===== src/sv/assert_macros.svh =====
// Assertion macros shared by the frame receiver modules sfr_in_stage and sfr_core.
// No dependencies; each user supplies its own clock and reset names.
`ifndef ASSERT_MACROS_SVH
`define ASSERT_MACROS_SVH

// Check a property at each rising clock edge, off while reset is low.
`define ASSERT_PROP(label, clk, rst_n, prop) \
	label: assert property (@(posedge clk) disable iff (!(rst_n)) (prop)) \
		else $error("assertion failed");

// Check that a condition never holds at a rising clock edge.
`define ASSERT_NEVER(label, clk, rst_n, cond) \
	`ASSERT_PROP(label, clk, rst_n, !(cond))

`endif


===== src/sv/sfr_pkg.sv =====
// Types, constants and the CRC-16/Modbus byte update for the frame receiver.
// No dependencies.
package sfr_pkg;

	localparam logic [7:0]  START_RESET = 8'hAA;
	localparam logic [15:0] CRC_INIT    = 16'hFFFF;
	localparam logic [15:0] CRC_POLY    = 16'hA001;
	localparam logic [7:0]  MIN_LEN     = 8'd3;
	localparam logic [7:0]  CRC_BYTES   = 8'd2;

	// Input request: a received byte or a read timeout
	typedef enum logic {
		ACT_BYTE    = 1'b0,
		ACT_TIMEOUT = 1'b1
	} action_t;

	// Result codes
	typedef enum logic [1:0] {
		KIND_DATA  = 2'd0,
		KIND_GOOD  = 2'd1,
		KIND_BAD   = 2'd2,
		KIND_ABORT = 2'd3
	} kind_t;

	// Receiver phase
	typedef enum logic [1:0] {
		PH_HUNT = 2'd0,
		PH_LEN  = 2'd1,
		PH_BODY = 2'd2
	} phase_t;

	typedef struct packed {
		action_t    action;
		logic [7:0] rx_byte;
	} sfr_in_t;

	typedef struct packed {
		kind_t      kind;
		logic [7:0] payload_byte;
		logic [7:0] payload_index;
	} sfr_out_t;

	// Result of one processed request, from the core to the output stage
	typedef struct packed {
		logic     valid;
		sfr_out_t data;
	} sfr_res_t;

	// Fold one byte into a reflected CRC-16 (poly 0xA001), LSB first
	function automatic logic [15:0] crc16_byte(input logic [15:0] crc, input logic [7:0] b);
		logic [15:0] c;
		c = crc ^ {8'h00, b};
		for (int i = 0; i < 8; i++) begin
			c = c[0] ? ((c >> 1) ^ CRC_POLY) : (c >> 1);
		end
		return c;
	endfunction

endpackage


===== src/sv/sfr_in_stage.sv =====
// Input register of the frame receiver: holds one request until the core takes it.
// Depends on sfr_pkg and assert_macros.svh.
`include "assert_macros.svh"

module sfr_in_stage (
	input  logic            clk,
	input  logic            arst_n,
	input  logic            in_valid,
	output logic            in_ready,
	input  sfr_pkg::sfr_in_t in_data,
	input  logic            advance,
	output logic            valid_s1,
	output sfr_pkg::sfr_in_t data_s1
);
	import sfr_pkg::*;

	// Take a new request when empty or when the held one moves on
	assign in_ready = !valid_s1 || advance;

	always_ff @(posedge clk or negedge arst_n) begin
		if (!arst_n) begin
			valid_s1 <= 1'b0;
		end else if (in_valid && in_ready) begin
			valid_s1 <= 1'b1;
		end else if (advance) begin
			valid_s1 <= 1'b0;
		end
	end

	// Payload needs no reset
	always_ff @(posedge clk) begin
		if (in_valid && in_ready) begin
			data_s1 <= in_data;
		end
	end

	// A held request that is not consumed stays put
	`ASSERT_PROP(a_hold_s1, clk, arst_n,
		(valid_s1 && !advance) |=> (valid_s1 && $stable(data_s1)))

endmodule


===== src/sv/sfr_core.sv =====
// Deframer state and CRC check: turns one request into zero or one result.
// Depends on sfr_pkg and assert_macros.svh.
`include "assert_macros.svh"

module sfr_core (
	input  logic             clk,
	input  logic             arst_n,
	input  logic             cfg_we,
	input  logic [7:0]       cfg_wdata,
	input  logic             step,
	input  sfr_pkg::sfr_in_t item,
	output sfr_pkg::sfr_res_t res
);
	import sfr_pkg::*;

	phase_t      phase_q, phase_d;
	logic [7:0]  start_marker_q;
	logic [7:0]  bytes_left_q, bytes_left_d;
	logic [15:0] crc_q, crc_d;
	logic [7:0]  crc_lo_q, crc_lo_d;
	logic [7:0]  count_q, count_d;
	logic        is_timeout;
	logic [7:0]  b;

	assign is_timeout = (item.action == ACT_TIMEOUT);
	assign b          = item.rx_byte;

	// Start marker register
	always_ff @(posedge clk or negedge arst_n) begin
		if (!arst_n) begin
			start_marker_q <= START_RESET;
		end else if (cfg_we) begin
			start_marker_q <= cfg_wdata;
		end
	end

	// Next phase
	always_comb begin
		phase_d = PH_HUNT;
		unique case (phase_q)
			PH_LEN: begin
				phase_d = (is_timeout || b < MIN_LEN) ? PH_HUNT : PH_BODY;
			end
			PH_BODY: begin
				phase_d = (!is_timeout && bytes_left_q >= CRC_BYTES) ? PH_BODY : PH_HUNT;
			end
			default: begin
				phase_d = (!is_timeout && b == start_marker_q) ? PH_LEN : PH_HUNT;
			end
		endcase
	end

	// Counters, CRC and result
	always_comb begin
		bytes_left_d = 8'd0;
		crc_d        = CRC_INIT;
		crc_lo_d     = 8'd0;
		count_d      = 8'd0;
		res          = '0;
		res.data.kind = KIND_DATA;
		unique case (phase_q)
			PH_LEN: begin
				if (!is_timeout && b >= MIN_LEN) begin
					bytes_left_d = b - 8'd1;
					crc_d        = crc16_byte(CRC_INIT, b);
				end
			end
			PH_BODY: begin
				if (is_timeout) begin
					res.valid              = 1'b1;
					res.data.kind          = KIND_ABORT;
					res.data.payload_index = count_q;
				end else if (bytes_left_q > CRC_BYTES) begin
					// Payload byte: pass on, fold into CRC
					bytes_left_d           = bytes_left_q - 8'd1;
					crc_d                  = crc16_byte(crc_q, b);
					count_d                = count_q + 8'd1;
					res.valid              = 1'b1;
					res.data.kind          = KIND_DATA;
					res.data.payload_byte  = b;
					res.data.payload_index = count_q;
				end else if (bytes_left_q == CRC_BYTES) begin
					// Low CRC byte: hold it
					bytes_left_d = 8'd1;
					crc_d        = crc_q;
					crc_lo_d     = b;
					count_d      = count_q;
				end else begin
					// High CRC byte: give the verdict
					res.valid              = 1'b1;
					res.data.kind          = ({b, crc_lo_q} == crc_q) ? KIND_GOOD : KIND_BAD;
					res.data.payload_index = count_q;
				end
			end
			default: begin
			end
		endcase
	end

	always_ff @(posedge clk or negedge arst_n) begin
		if (!arst_n) begin
			phase_q      <= PH_HUNT;
			bytes_left_q <= 8'd0;
			crc_q        <= CRC_INIT;
			crc_lo_q     <= 8'd0;
			count_q      <= 8'd0;
		end else if (step) begin
			phase_q      <= phase_d;
			bytes_left_q <= bytes_left_d;
			crc_q        <= crc_d;
			crc_lo_q     <= crc_lo_d;
			count_q      <= count_d;
		end
	end

	// A verdict always sends the receiver back to hunting
	`ASSERT_PROP(a_verdict_hunt, clk, arst_n,
		(step && res.valid && res.data.kind != KIND_DATA) |=> (phase_q == PH_HUNT))
	// Payload bytes come only from the frame body with payload still due
	`ASSERT_PROP(a_data_in_body, clk, arst_n,
		(res.valid && res.data.kind == KIND_DATA) |->
			(phase_q == PH_BODY && bytes_left_q > CRC_BYTES))
	// The body never runs out of bytes without a verdict
	`ASSERT_NEVER(a_body_left, clk, arst_n,
		phase_q == PH_BODY && bytes_left_q == 8'd0)

endmodule


===== src/sv/sfr_out_stage.sv =====
// Output register of the frame receiver: holds one result until it is taken.
// Depends on sfr_pkg.
module sfr_out_stage (
	input  logic              clk,
	input  logic              arst_n,
	input  sfr_pkg::sfr_res_t res,
	output logic              free,
	output logic              out_valid,
	input  logic              out_ready,
	output sfr_pkg::sfr_out_t out_data
);
	import sfr_pkg::*;

	logic valid_q;

	// Room for a result when empty or when the held one is being taken
	assign free      = !valid_q || out_ready;
	assign out_valid = valid_q;

	always_ff @(posedge clk or negedge arst_n) begin
		if (!arst_n) begin
			valid_q <= 1'b0;
		end else if (free) begin
			valid_q <= res.valid;
		end
	end

	// Load payload with each new result
	always_ff @(posedge clk) begin
		if (free && res.valid) begin
			out_data <= res.data;
		end
	end

endmodule


===== src/sv/serial_frame_receiver_crc16_unit.sv =====
// Serial frame receiver with CRC-16/Modbus check, top level.
// Depends on sfr_pkg, sfr_in_stage, sfr_core, sfr_out_stage.
// Usage:
//   in_valid/in_ready/in_data carry one request: a received byte or a read
//   timeout. out_valid/out_ready/out_data carry results: payload bytes with
//   their index, and one verdict (good, CRC mismatch, timeout abort) per frame.
//   cfg_we/cfg_wdata write the start marker; write it only while idle.
//   Frames are [start] [len] [payload] [crc_lo] [crc_hi], len counting itself,
//   the payload and the CRC bytes; CRC covers the length byte and payload.
// Timing:
//   Throughput is one request per cycle while the result register has room; the
//   CRC byte update is a single combinational step between the input register
//   and the result register, which takes the result once it has room.
// Reset:
//   arst_n clears both stages, sets the hunting phase and CRC 0xFFFF, and
//   loads the start marker with 0xAA.
// Stall:
//   With out_ready low the result is held; one more request is still taken
//   into the input register, after which in_ready drops until room opens.
module serial_frame_receiver_crc16_unit (
	input  logic              clk,
	input  logic              arst_n,
	input  logic              in_valid,
	output logic              in_ready,
	input  sfr_pkg::sfr_in_t  in_data,
	output logic              out_valid,
	input  logic              out_ready,
	output sfr_pkg::sfr_out_t out_data,
	input  logic              cfg_we,
	input  logic [7:0]        cfg_wdata
);
	import sfr_pkg::*;

	logic      valid_s1;
	sfr_in_t   data_s1;
	logic      out_free;
	sfr_res_t  res;
	sfr_res_t  res_gated;

	// Qualify the core result with a held request
	assign res_gated = {res.valid && valid_s1, res.data};

	sfr_in_stage u_in (
		.clk      (clk),
		.arst_n   (arst_n),
		.in_valid (in_valid),
		.in_ready (in_ready),
		.in_data  (in_data),
		.advance  (out_free),
		.valid_s1 (valid_s1),
		.data_s1  (data_s1)
	);

	sfr_core u_core (
		.clk       (clk),
		.arst_n    (arst_n),
		.cfg_we    (cfg_we),
		.cfg_wdata (cfg_wdata),
		.step      (valid_s1 && out_free),
		.item      (data_s1),
		.res       (res)
	);

	sfr_out_stage u_out (
		.clk       (clk),
		.arst_n    (arst_n),
		.res       (res_gated),
		.free      (out_free),
		.out_valid (out_valid),
		.out_ready (out_ready),
		.out_data  (out_data)
	);

endmodule


===== config.mk =====
export PLATFORM = sky130hd
export DESIGN_NAME = serial_frame_receiver_crc16_unit
export DESIGN_NICKNAME = d
export VERILOG_FILES = /design/src/sv/sfr_pkg.sv /design/src/sv/sfr_in_stage.sv /design/src/sv/sfr_core.sv /design/src/sv/sfr_out_stage.sv /design/src/sv/serial_frame_receiver_crc16_unit.sv
export VERILOG_INCLUDE_DIRS = /design/src /design/src/sv
export SDC_FILE = /design/constraint.sdc
export NUM_CORES = 1
export LEC_CHECK = 0
export BUFFER_PORTS_ARGS = -buffer_cell sky130_fd_sc_hd__buf_2
export CORE_MARGIN = 2
export CORE_UTILIZATION = 55
export DETAILED_ROUTE_END_ITERATION = 16
export HOLD_SLACK_MARGIN = 0.15
export PLACE_DENSITY = 0.75
export SYNTH_ARGS = -nofsm -noshare
export SYNTH_HDL_FRONTEND = slang
export SYNTH_SLANG_ARGS = --single-unit

===== constraint.sdc =====
create_clock -name clk -period 3.19 [get_ports clk]
set_clock_uncertainty 0.15 [all_clocks]
set_input_delay 0.638 -clock clk [delete_from_list [all_inputs] [get_ports clk]]
set_output_delay 0.638 -clock clk [all_outputs]
set_load 0.05 [all_outputs]

# [Word level (Yosys, flattened, before mapping)]
# Index checks and enable logic that the tools add are counted.
[totals] ram_bits=0 mem_count=0 wordCells=112 reg_bits=79 romBits=0 out_inout_bits=20 latch_bits=0
[op_classes] eq_ne=6 order_cmp=4 mul=0 n_reduce_logical=16 n_bitwise=20 n_shift=0 addsub=3 div=0 n_mux=50
[ops] operator="16-bit 2-to-1 mux" n=20
[ops] operator="8-bit 2-to-1 mux" n=16
[ops] operator="2-bit inverter with 3-bit output" n=16
[ops] operator="16-bit case mux with 2 select lines" n=1
[ops] operator="19-bit 2-to-1 mux" n=1
[ops] operator="16-bit equality test" n=1
[ops] operator="8-bit by 2-bit greater-or-equal comparator with 1-bit output (second input constant)" n=2
[ops] operator="8-bit inverter with 16-bit output" n=1
[ops] operator="8-bit case mux with 2 select lines" n=1
[ops] operator="8-bit by 1-bit subtractor with 8-bit output (second input constant)" n=2
[ops] operator="16-bit by 8-bit bitwise XOR with 16-bit output" n=1
[ops] operator="3-bit 2-to-1 mux" n=3
[ops] operator="8-bit by 1-bit adder with 8-bit output (second input constant)" n=1
[ops] operator="8-bit by 2-bit equality test with 1-bit output (second input constant)" n=1
[ops] operator="8-bit equality test" n=1
[ops] operator="8-bit by 2-bit greater-than comparator with 1-bit output (second input constant)" n=1
[ops] operator="8-bit by 2-bit less-than comparator with 1-bit output (second input constant)" n=1
[ops] operator="1-bit logical AND" n=7
[ops] operator="2-bit 2-to-1 mux" n=3
[ops] operator="1-bit 2-to-1 mux" n=4
[ops] operator="4-bit by 3-bit inequality test with 1-bit output (second input constant)" n=1
[ops] operator="2-bit case mux with 2 select lines" n=1
[ops] operator="1-bit zero test" n=3
[ops] operator="1-bit logical OR" n=3
[ops] operator="6 further kinds" n=7

# [Depth between registers and ports, before layout]
# Gate-level depths: netlist of run 1.
[logic_depth] word_depth=20 ltp_mapped=10 mapped_depth_nobuf=8

# [Cells and area by module]
# Synthesis of run 1 repeated with hierarchy kept, for this count alone.
[unflattened] cells_unflattened=405 hier_area_um2=4408.0
[by_module_without_submodules] module="sfr_core" instances=1 area_each_um2=3477.1 cells_per_inst=368
[by_module_without_submodules] module="sfr_out_stage" instances=1 area_each_um2=594.3 cells_per_inst=22
[by_module_without_submodules] module="sfr_in_stage" instances=1 area_each_um2=324.1 cells_per_inst=13
[by_module_without_submodules] module="serial_frame_receiver_crc16_unit" instances=1 area_each_um2=12.5 cells_per_inst=2

# [Least setup slack after synthesis of run 1]
# No wires, ideal clock.
[synth_path] kind="register -> register" from="register u_core.crc_q[5]" to="register u_core.crc_q[0]" period_less_slack_ns=2.202 arrival_time_ns=1.966 required_ns=2.954 setup_time_ns=0.086 path_slack_ns=0.988 path_stages_with_launch=7 path_cell_list="dfstp_2 > xor2_1 > xnor3_1 > xnor3_2 > xnor3_1 > o21ai_1 > a31oi_1"
[synth_via] elab_chain_cells=13
[synth_lines] item="from (decl)" line="sfr_core.sv:19" text="logic [15:0] crc_q, crc_d;"
[synth_lines] item="from (signal assigned)" line="sfr_core.sv:110" text="crc_q <= crc_d;"
[synth_lines] item="16-bit by 8-bit bitwise XOR with 16-bit output (*)" line="sfr_pkg.sv:52" text="c = crc ^ {8'h00, b};"
[synth_lines] item="16-bit 2-to-1 mux (*) (4 in series)" line="sfr_pkg.sv:54" text="c = c[0] ? ((c >> 1) ^ CRC_POLY) : (c >> 1);"
[synth_lines] item="2-bit inverter with 3-bit output (no line)"
[synth_lines] item="16-bit 2-to-1 mux (*) (4 in series)" line="sfr_pkg.sv:54"
[synth_lines] item="16-bit 2-to-1 mux (*)" line="sfr_core.sv:73" text="end else if (bytes_left_q > CRC_BYTES) begin"
[synth_lines] item="16-bit 2-to-1 mux (*)" line="sfr_core.sv:69" text="if (is_timeout) begin"
[synth_lines] item="16-bit case mux with 2 select lines (*)" line="sfr_core.sv:61" text="unique case (phase_q)"
# Mark *: on every way between the ends. The rest lies on a longest branch, timed or not.
# A chain may end at the register's enable or synchronous reset.

# [Worst setup path after layout of run 1]
[layout_path] from="register u_in.data_s1[3] (netlist name)" to="register u_core.crc_q[0]"
[layout_via] elab_chain_cells=13 word_cells_on_any_way=26 classes_between="1 x order compare; 20 x mux; 4 x bitwise; 1 x reduce/logical"
[layout_lines] item="16-bit by 8-bit bitwise XOR with 16-bit output" line="sfr_pkg.sv:52"
[layout_lines] item="16-bit 2-to-1 mux (2 in series)" line="sfr_pkg.sv:54"
[layout_lines] item="2-bit inverter with 3-bit output (no line)"
[layout_lines] item="16-bit 2-to-1 mux (6 in series)" line="sfr_pkg.sv:54"
[layout_lines] item="16-bit 2-to-1 mux" line="sfr_core.sv:73"
[layout_lines] item="16-bit 2-to-1 mux" line="sfr_core.sv:69"
[layout_lines] item="16-bit case mux with 2 select lines (*)" line="sfr_core.sv:61"
# Marked as above.

==> flow_summary.toml, run 1 <==
[clocking]
cts_tree = "done"
cts_buffers = 9
clk_pin_slew_worst_paths_ns = 0.08
cts_setup_buffers = 0
clock-sinks = 79
insertion_delay_ns = 0.34
cts.repair.resized = 0
clockRootBuffer = "clkbuf_8"
cts.path.max_buffers = 2
postCtsHoldBufs = 0
htreeDepth = 3

[power]
max-vdd-ir-drop_v = 0.0003228
powerDensity_nw_per_um2 = 445.5
p_leak_nw = 1.908

[worst_hold_path]
hp-class = "in -> async"

[floorplan]
die_area_sq_um = 8585
dieHeight_um = 92.66
pin_count = 42
initial_core_util_pct = 56.23
core_area_sq_um = 7687
rows = 32
chipWidth_um = 92.66

[final_layout]
area_delta_synth_final_pct = 11.03
drive_above_1_share_pct = 22.17
layout_commonest_cell = "buf_2"
most-common-layout-cells = "buf_2 (41), nor2_1 (34), dfrtp_1 (32)"
fin_nets = 482
n_antenna_cell = 0
postLayoutCoreUtil_pct = 62.43

[global_routing]
antenna_found_initial = 0
grt_overflow_total = 0
grt_pass1_wl_um = 14500
gr-usage-all-layers_pct = 22.01
grt_pass1_vias = 2910
grt_start_max_net_pins = 27

[logic_synthesis]
syn_area_sq_um = 4323
ys_ff_latch = 79
yosys-top-cells-area = "edfxtp_1 (19%), dfrtp_1 (19%), dfstp_2 (12%)"
syn_inst = 409
synth-edff-count = 27
async_flop_share_pct = 65.82
ys_seq_area_share_pct = 49.44
synth_top_cell_by_area = "edfxtp_1"
yosys_warnings = 0
synth_cell_types = 43
syn-mean-instance-area_sq_um = 10.57
yosys_most_used_dff = "dfrtp_1"
synth_nets = 445
synth.top_cell.area_share_pct = 18.76

[detailed_routing]
routedWlPerCell_um = 16.18
viasPerCell = 5.640
totalWireLength_um = 8946
drt.antenna.violating_nets = 0
firstDrtPassIters = 4
drc = 0
drt_iter0_drc = 214
vias = 3119

[sta]
finalSetupViolCount = 0
finalCritPeriodShare_pct = 78.74
maxSlewViolCount = 0
final_hold_viol_count = 0
fmax_mhz = 398.1
worstMarginPinSlew_ns = 0.7613
setup_slack_ns = 0.6780
rsz0062_at_grt = "false"
fin_crit_ns = 2.512
final.setup.tns_ns = 0
slew_headroom_pct = 49.25

[critical_path]
cp-end-kind = "flop"
cp.arrival_ns = 2.62
startpoint_type = "flop"
crit_type = "reg -> reg"
crit_path_max_fanout = 7
required_ns = 3.30
worstRegToRegCells = 6

[place]
gp_congestion = 0.8976
port_buffers = 41
dp_slack_ns = 0.7092
hpwl_um = 6549

[job]
cap_viol_max_count = 0

[run_status]
status = "completed"
[cell usage after synthesis (8+ instances only)]
library cell / number
a31oi_1: 12
xnor2_1: 28
ha_1: 14
nand2_1: 30
nor4_1: 8
and2_1: 13
o21ai_0: 31
nand3_1: 10
inv_1: 15
nor2_1: 34
edfxtp_1: 27
a22o_1: 17
dfstp_2: 20
a21oi_1: 10
o21ai_1: 9
dfrtp_1: 32
clkbuf_1: 11
xor2_1: 26
mux2_2: 8
[sequential cells by signal, indices dropped and copies added, names as in the netlist]
signal and count:
u_in.data_s1 9, u_out.out_valid 1, u_core.count_q 8, u_core.crc_q 16, u_core.bytes_left_q 8, u_core.phase_q 2
u_in.valid_s1 1, u_core.crc_lo_q 8, u_out.out_data 18, u_core.start_marker_q 8
[critical path, cell delays in order (launching register included)]
cell      delay, ns
edfxtp_1       0.60
xnor2_2        0.23
xnor2_1        0.30
xnor3_2        0.53
xnor3_1        0.36
o21ai_1        0.15
a31oi_1        0.11
[report_power, final]
group / switching (mW) / internal [mW] / leakage (nW) / total (mW)
combinational: 0.131 / 0.137 / 0.939 / 0.268
clock: 0.353 / 0.403 / 0.105 / 0.756
sequential: 0.0401 / 1.07 / 0.863 / 1.11
[worst paths after layout]
check                             startpoint           endpoint  slack [ns]
hold reg to reg            u_core.phase_q[0]  u_core.phase_q[0]        0.37
min in group clk                  in_data[7]    u_in.data_s1[7]        0.31
setup reg to reg             u_in.data_s1[3]    u_core.crc_q[0]        0.68
hold / removal                        arst_n  u_core.count_q[1]        0.14
setup / recovery             u_in.data_s1[3]    u_core.crc_q[0]        0.68
max in group asynchronous             arst_n   u_core.crc_q[13]        1.80
[per-stage QoR]
step / hold slack [ns] / power (mW) / instances / instance area [sq um]
3_5_place_dp: 0.3525 / 1.402 / 537 / 4592
2_1_floorplan: 0.1924 / 1.332 / 409 / 4323
6_report: 0.1437 / 2.138 / 553 / 4800
4_1_cts: 0.1635 / 2.154 / 553 / 4800
3_3_place_gp: 0.3258 / 1.396 / 537 / 4592
5_1_grt: 0.1823 / 2.222 / 553 / 4800
[area by class of cell]
class,count,area [sq um]
Clock buffer,11,151.4
Clock inverter,5,56.30
Fill cell,656,2888
Inverter,15,56.30
Multi-Input combinational cell,294,2021
Sequential cell,79,2137
Tap cell,102,127.6
Timing Repair Buffer,47,250.2
[logic make-up (layout without fill, tap and decap cells)]
logic type / count (synthesis) / count (layout) / share of synthesized area [%]
xor+xnor: 62 / 62 / 14.41
simple gates: 120 / 120 / 13.29
buf+inv: 36 / 78 / 3.820
flops: 79 / 79 / 49.44
fa+ha+maj: 14 / 14 / 4.052
compound gates: 90 / 90 / 12.91
mux: 8 / 8 / 2.084
[metal layers]
layer	share of wire (%)	wire length (um)	track usage, %
met2	46	4130	34.37
met4	1.5	136	7.230
met3	6.1	549	3.417
met1	46	4130	31.83
met5	0	0	0
(Power assumes the default switching activity.)
==> run 2: changes to the inputs <==
==> constraint.sdc (replaced) <==
create_clock -name clk -period 2.5 [get_ports clk]
set_clock_uncertainty 0.15 [all_clocks]
set_input_delay 0.5 -clock clk [delete_from_list [all_inputs] [get_ports clk]]
set_output_delay 0.5 -clock clk [all_outputs]
set_load 0.05 [all_outputs]
==> run 2 against run 1 <==
Fmax increased by 6.9%. Combinational power is 46% higher. Cell count increased by 3.3%. Die area unchanged. Sequential power up 26%. Utilization rose by 1.8 points. Count of clock-buffer cells in the layout shrank 1. Non-clock buffer count is 18 higher. Global-route usage grew 2.2 points. Highest routed layer unchanged. Power grew 29%. Setup slack worse by 0.53 ns.
==> flow_summary.toml, run 2 (synthesis gave the netlist of run 1 again) <==
[run_status]
status = "completed"

[critical_path]
crit_path_max_fanout = 4
startpoint_type = "flop"
cp-end-kind = "flop"
required_ns = 2.63
crit_type = "reg -> reg"
cp.arrival_ns = 2.48

[final_layout]
largest_reg_flops = 18
max_flop_register = "u_out.out_data"
layout_commonest_cell = "buf_2"
area_delta_synth_final_pct = 14.24
most-common-layout-cells = "buf_2 (41), nor2_1 (34), dfrtp_1 (32)"
n_fill_cell = 675
final_area_sq_um = 4938
drive_above_1_share_pct = 24.73
fin_nets = 500
biggestRegsByFlops = "u_out.out_data x18, u_core.crc_q x16, u_in.data_s1 x9"
n_antenna_cell = 0

[floorplan]
chipWidth_um = 92.66
core_area_sq_um = 7687
dieHeight_um = 92.66
die_area_sq_um = 8585
rows = 32
pin_count = 42
initial_core_util_pct = 56.23

[sta]
final_hold_viol_count = 0
rsz0062_at_grt = "false"
fin_crit_ns = 2.350
maxSlewViolCount = 0
finalSetupViolCount = 0
slew_headroom_pct = 46.18
fmax_mhz = 425.5
final.setup.tns_ns = 0
finalCritPeriodShare_pct = 94.00
worstMarginPinSlew_ns = 0.8072

[worst_hold_path]
hp-class = "in -> reg"

[clocking]
clk_pin_slew_worst_paths_ns = 0.08
insertion_delay_ns = 0.36
cts.repair.resized = 0
clock-sinks = 79
cts_buffers = 9
cts.path.max_buffers = 2
cts_tree = "done"
htreeDepth = 3
clockRootBuffer = "clkbuf_8"

[global_routing]
grt_start_max_net_pins = 32
grt_overflow_total = 0
gr-usage-all-layers_pct = 24.19
grt_pass1_vias = 3224
grt_pass1_wl_um = 15850
antenna_found_initial = 0

[power]
powerDensity_nw_per_um2 = 558.6
max-vdd-ir-drop_v = 0.0003967
p_leak_nw = 1.988

[detailed_routing]
vias = 3291
firstDrtPassIters = 5
viasPerCell = 5.764
totalWireLength_um = 9558
drc = 0
routedWlPerCell_um = 16.74
drt_iter0_drc = 265
drt.antenna.violating_nets = 0

[place]
hpwl_um = 7134
gp_congestion = 0.9104
placed_area_sq_um = 4732
port_buffers = 41

[job]
cap_viol_max_count = 0
==> run 2: path summary, 6_finish.rpt <==
kind / endpoint / depth (start not counted) / slack (ns) / start
max: u_core.crc_q[0] / 6 / 0.15 / u_core.crc_q[5]
min: u_in.data_s1[5] / 1 / 0.16 / in_data[5]
max reg2reg: u_core.crc_q[0] / 6 / 0.15 / u_core.crc_q[5]
min reg2reg: u_core.bytes_left_q[7] / 2 / 0.36 / u_core.bytes_left_q[7]
max in group asynchronous: u_core.crc_q[2] / 3 / 1.07 / arst_n
min in group asynchronous: u_out.out_valid / 2 / 0.49 / arst_n
==> run 2: layout make-up <==
| cell class | count | area (sq um) | area share [%] |
|---|---|---|---|
| Sequential cell | 79 | 2137 | 43.27 |
| Multi-Input combinational cell | 294 | 2021 | 40.92 |
| Timing Repair Buffer | 65 | 400.4 | 8.107 |
| Clock buffer | 10 | 127.6 | 2.584 |
| Tap cell | 102 | 127.6 | 2.584 |
| Clock inverter | 6 | 68.82 | 1.393 |
| Inverter | 15 | 56.30 | 1.140 |
==> run 2: what timing repair did <==
item	4_1_cts	5_1_grt
hold endpoints to repair	15	0
hold buffers	1	0
setup buffers	0	0
==> run 2: routing by layer <==
layer | track usage, % | wire length (um) | up-vias
met2 | 37.77 | 4387 | 148
met5 | 0 | 0 | -
met3 | 4.312 | 571 | 24
li1 | - | - | 1546
met4 | 9.681 | 236 | 0
met1 | 33.84 | 4363 | 1573
==> run 2: critical path, stage by stage, from the launching register on <==
cell and delay (ns):
dfstp_2 0.58, xor2_1 0.23, xnor3_1 0.45, xnor3_2 0.29
xnor3_1 0.35, o21ai_1 0.12, a31oi_1 0.09
==> run 2: where the power goes <==
part / internal, mW / total, mW / leakage (nW) / switching, mW
combinational: 0.193 / 0.391 / 1.03 / 0.198
clock: 0.467 / 0.964 / 0.0968 / 0.497
sequential: 1.37 / 1.40 / 0.863 / 0.0339
total: 2.03 / 2.76 / 1.99 / 0.728
==> run 2: per-stage QoR <==
step,utilization (%),setup WS [ns],hold WS [ns],power [mW],instances
CTS,64.24,0.1517,0.1557,2.759,571
floorplan,-,0.2984,0.05441,1.700,409
detailed placement,61.56,0.1585,0.3375,1.815,554
global placement,61.56,0.2195,0.3308,1.801,554
finish,64.24,0.1500,0.1596,2.758,571
global route,64.24,0.005278,0.1548,2.848,571
==> run 3: changes to the inputs <==
--- a/config.mk
+++ b/config.mk
@@ -6,12 +6,12 @@
 export SDC_FILE = /design/constraint.sdc
 export NUM_CORES = 1
 export LEC_CHECK = 0
-export BUFFER_PORTS_ARGS = -buffer_cell sky130_fd_sc_hd__buf_2
 export CORE_MARGIN = 2
 export CORE_UTILIZATION = 55
 export DETAILED_ROUTE_END_ITERATION = 16
+export DONT_BUFFER_PORTS = 1
 export HOLD_SLACK_MARGIN = 0.15
-export PLACE_DENSITY = 0.75
+export PLACE_DENSITY = 0.7
 export SYNTH_ARGS = -nofsm -noshare
 export SYNTH_HDL_FRONTEND = slang
 export SYNTH_SLANG_ARGS = --single-unit
==> run 3 against run 2 <==
Register-to-register slack worse by 0.02 ns. Flip-flop and latch count stayed put. Routed wire length grew 4.1%. Sequential share of layout area shrank 0.72 points. Setup slack worse by 0.017 ns. Power rose by 0.32%. Critical path depth did not move. Highest routed layer unchanged. Critical endpoint unchanged. First-iteration DRC count fell by 39%. Cell count fell by 2.5%. Via count shrank 3.8%. Fmax decreased by 0.71%.
==> flow_summary.toml, run 3 (synthesis gave the netlist of run 1 again) <==
[clocking]
insertion_delay_ns = 0.36
clock-sinks = 79
cts_tree = "done"
htreeDepth = 3
cts.path.max_buffers = 2
cts_buffers = 9
clk_pin_slew_worst_paths_ns = 0.08
clockRootBuffer = "clkbuf_8"

[sta]
finalSetupViolCount = 0
fmax_mhz = 422.5
finalCritPeriodShare_pct = 94.68
final_hold_viol_count = 0
slew_headroom_pct = 46.41
fin_crit_ns = 2.367
worstMarginPinSlew_ns = 0.8038
maxSlewViolCount = 0
rsz0062_at_grt = "false"
final.setup.tns_ns = 0
holdWs_ns = 0.1634

[critical_path]
crit_type = "reg -> reg"
cpLargestDelayFamily = "XOR/XNOR gates"
crit_path_max_incr_delay_ns = 0.55
crit_path_max_fanout = 5
cp_num_buf_inv = 0
path_cells = "xnor2_2 > xnor2_1 > xnor3_2 > xnor3_1 > o21ai_1 > a31oi_1"
startpoint_type = "flop"
cp.arrival_ns = 2.49
cp_slowest_cell = "edfxtp_1"
cp-end-kind = "flop"
required_ns = 2.62

[detailed_routing]
drt.antenna.violating_nets = 0
drt_iter0_drc = 162
drt-met1-wl_um = 4584
top_layer = "met4"
firstDrtPassIters = 4
totalWireLength_um = 9952
drc = 0
routedWlPerCell_um = 17.87
route.met3.wl_um = 410
wl_met2_um = 4725
vias = 3165
viasPerCell = 5.682

[final_layout]
biggestRegsByFlops = "u_out.out_data x18, u_core.crc_q x16, u_in.data_s1 x9"
postLayoutCoreUtil_pct = 65.33
most-common-layout-cells = "nor2_1 (34), dfrtp_1 (32), o21ai_0 (31)"
largest_reg_flops = 18
area_delta_synth_final_pct = 16.18
fin_nets = 486
layout_commonest_cell = "nor2_1"
final_area_sq_um = 5022
max_flop_register = "u_out.out_data"
n_fill_cell = 612
n_antenna_cell = 0
drive_above_1_share_pct = 17.14

[job]
cap_viol_max_count = 0

[place]
placed_area_sq_um = 4512
gp_congestion = 0.9138
hpwl_um = 6969
port_buffers = 0

[floorplan]
core_area_sq_um = 7687
die_area_sq_um = 8585
rows = 32
chipWidth_um = 92.66
initial_core_util_pct = 56.23
dieHeight_um = 92.66
pin_count = 42

[global_routing]
grt_pass1_vias = 3188
grt_overflow_total = 0
gr-usage-all-layers_pct = 25.09
grt_start_max_net_pins = 53
antenna_found_initial = 0
grt_pass1_wl_um = 16340

[power]
powerDensity_nw_per_um2 = 551.0
p_leak_nw = 1.976
max-vdd-ir-drop_v = 0.0004084

[worst_hold_path]
hp-class = "in -> reg"

[run_status]
status = "completed"
## run 3: changes by cell type in the layout (fill, tap and decap cells not counted)
cell / delta
a21oi_2: +1
dlygate4sd3_1: +25
a21oi_1: -1
inv_4: +1
clkinv_2: -1
buf_4: +1
buf_16: +1
clkinv_4: -1
clkinvlp_4: +1
buf_2: -41
## run 3: through the flow
step	total power [mW]	std cells	setup slack (ns)
2_1_floorplan	1.700	409	0.2984
3_3_place_gp	1.765	511	0.1941
3_5_place_dp	1.770	511	0.1050
4_1_cts	2.775	554	0.09136
5_1_grt	2.876	557	0.006371
6_report	2.767	557	0.1331
## run 3: timing repair
item	CTS	global route
setup buffers	0	3
endpoints found under the hold margin	70	0
endpoints found under the setup margin	0	8
hold buffers	27	0
resized for setup	0	1
## run 3: worst register-to-register path, stage by stage (launching register included)
cell	delay [ns]
edfxtp_1	0.55
xnor2_2	0.21
xnor2_1	0.29
xnor3_2	0.53
xnor3_1	0.34
o21ai_1	0.12
a31oi_1	0.09
## run 3: area by class of cell
cell class                 count  area (sq um)  area share, %
sequential                    79          2137          42.55
multi-input combinational    294          2024          40.31
timing repair buffer          51         480.5          9.567
clock buffer                  10         127.6          2.541
tap                          102         127.6          2.541
clock inverter                 6         68.82          1.370
inverter                      15         56.30          1.121
## run 3: metal layers
layer,track usage [%],up-vias
li1,-,1509
met1,33.87,1526
met2,40.75,112
met3,5.370,18
met4,8.088,0
met5,0,-
## run 3: final timing paths
path	from	endpoint	slack, ns	cells after the start
hold reg to reg	u_core.count_q[5]	u_core.count_q[5]	0.36	1
hold / removal	cfg_we	u_core.start_marker_q[1]	0.16	1
max in group asynchronous	arst_n	u_core.crc_q[14]	1.38	2
setup / recovery	u_in.data_s1[3]	u_core.crc_q[0]	0.13	6
setup reg to reg	u_in.data_s1[3]	u_core.crc_q[0]	0.13	6
min in group asynchronous	arst_n	u_core.bytes_left_q[1]	0.52	2
## run 3: report_power, final
part	internal [mW]	switching, mW
clock network	0.467	0.480
registers	1.37	0.0347
logic	0.220	0.196
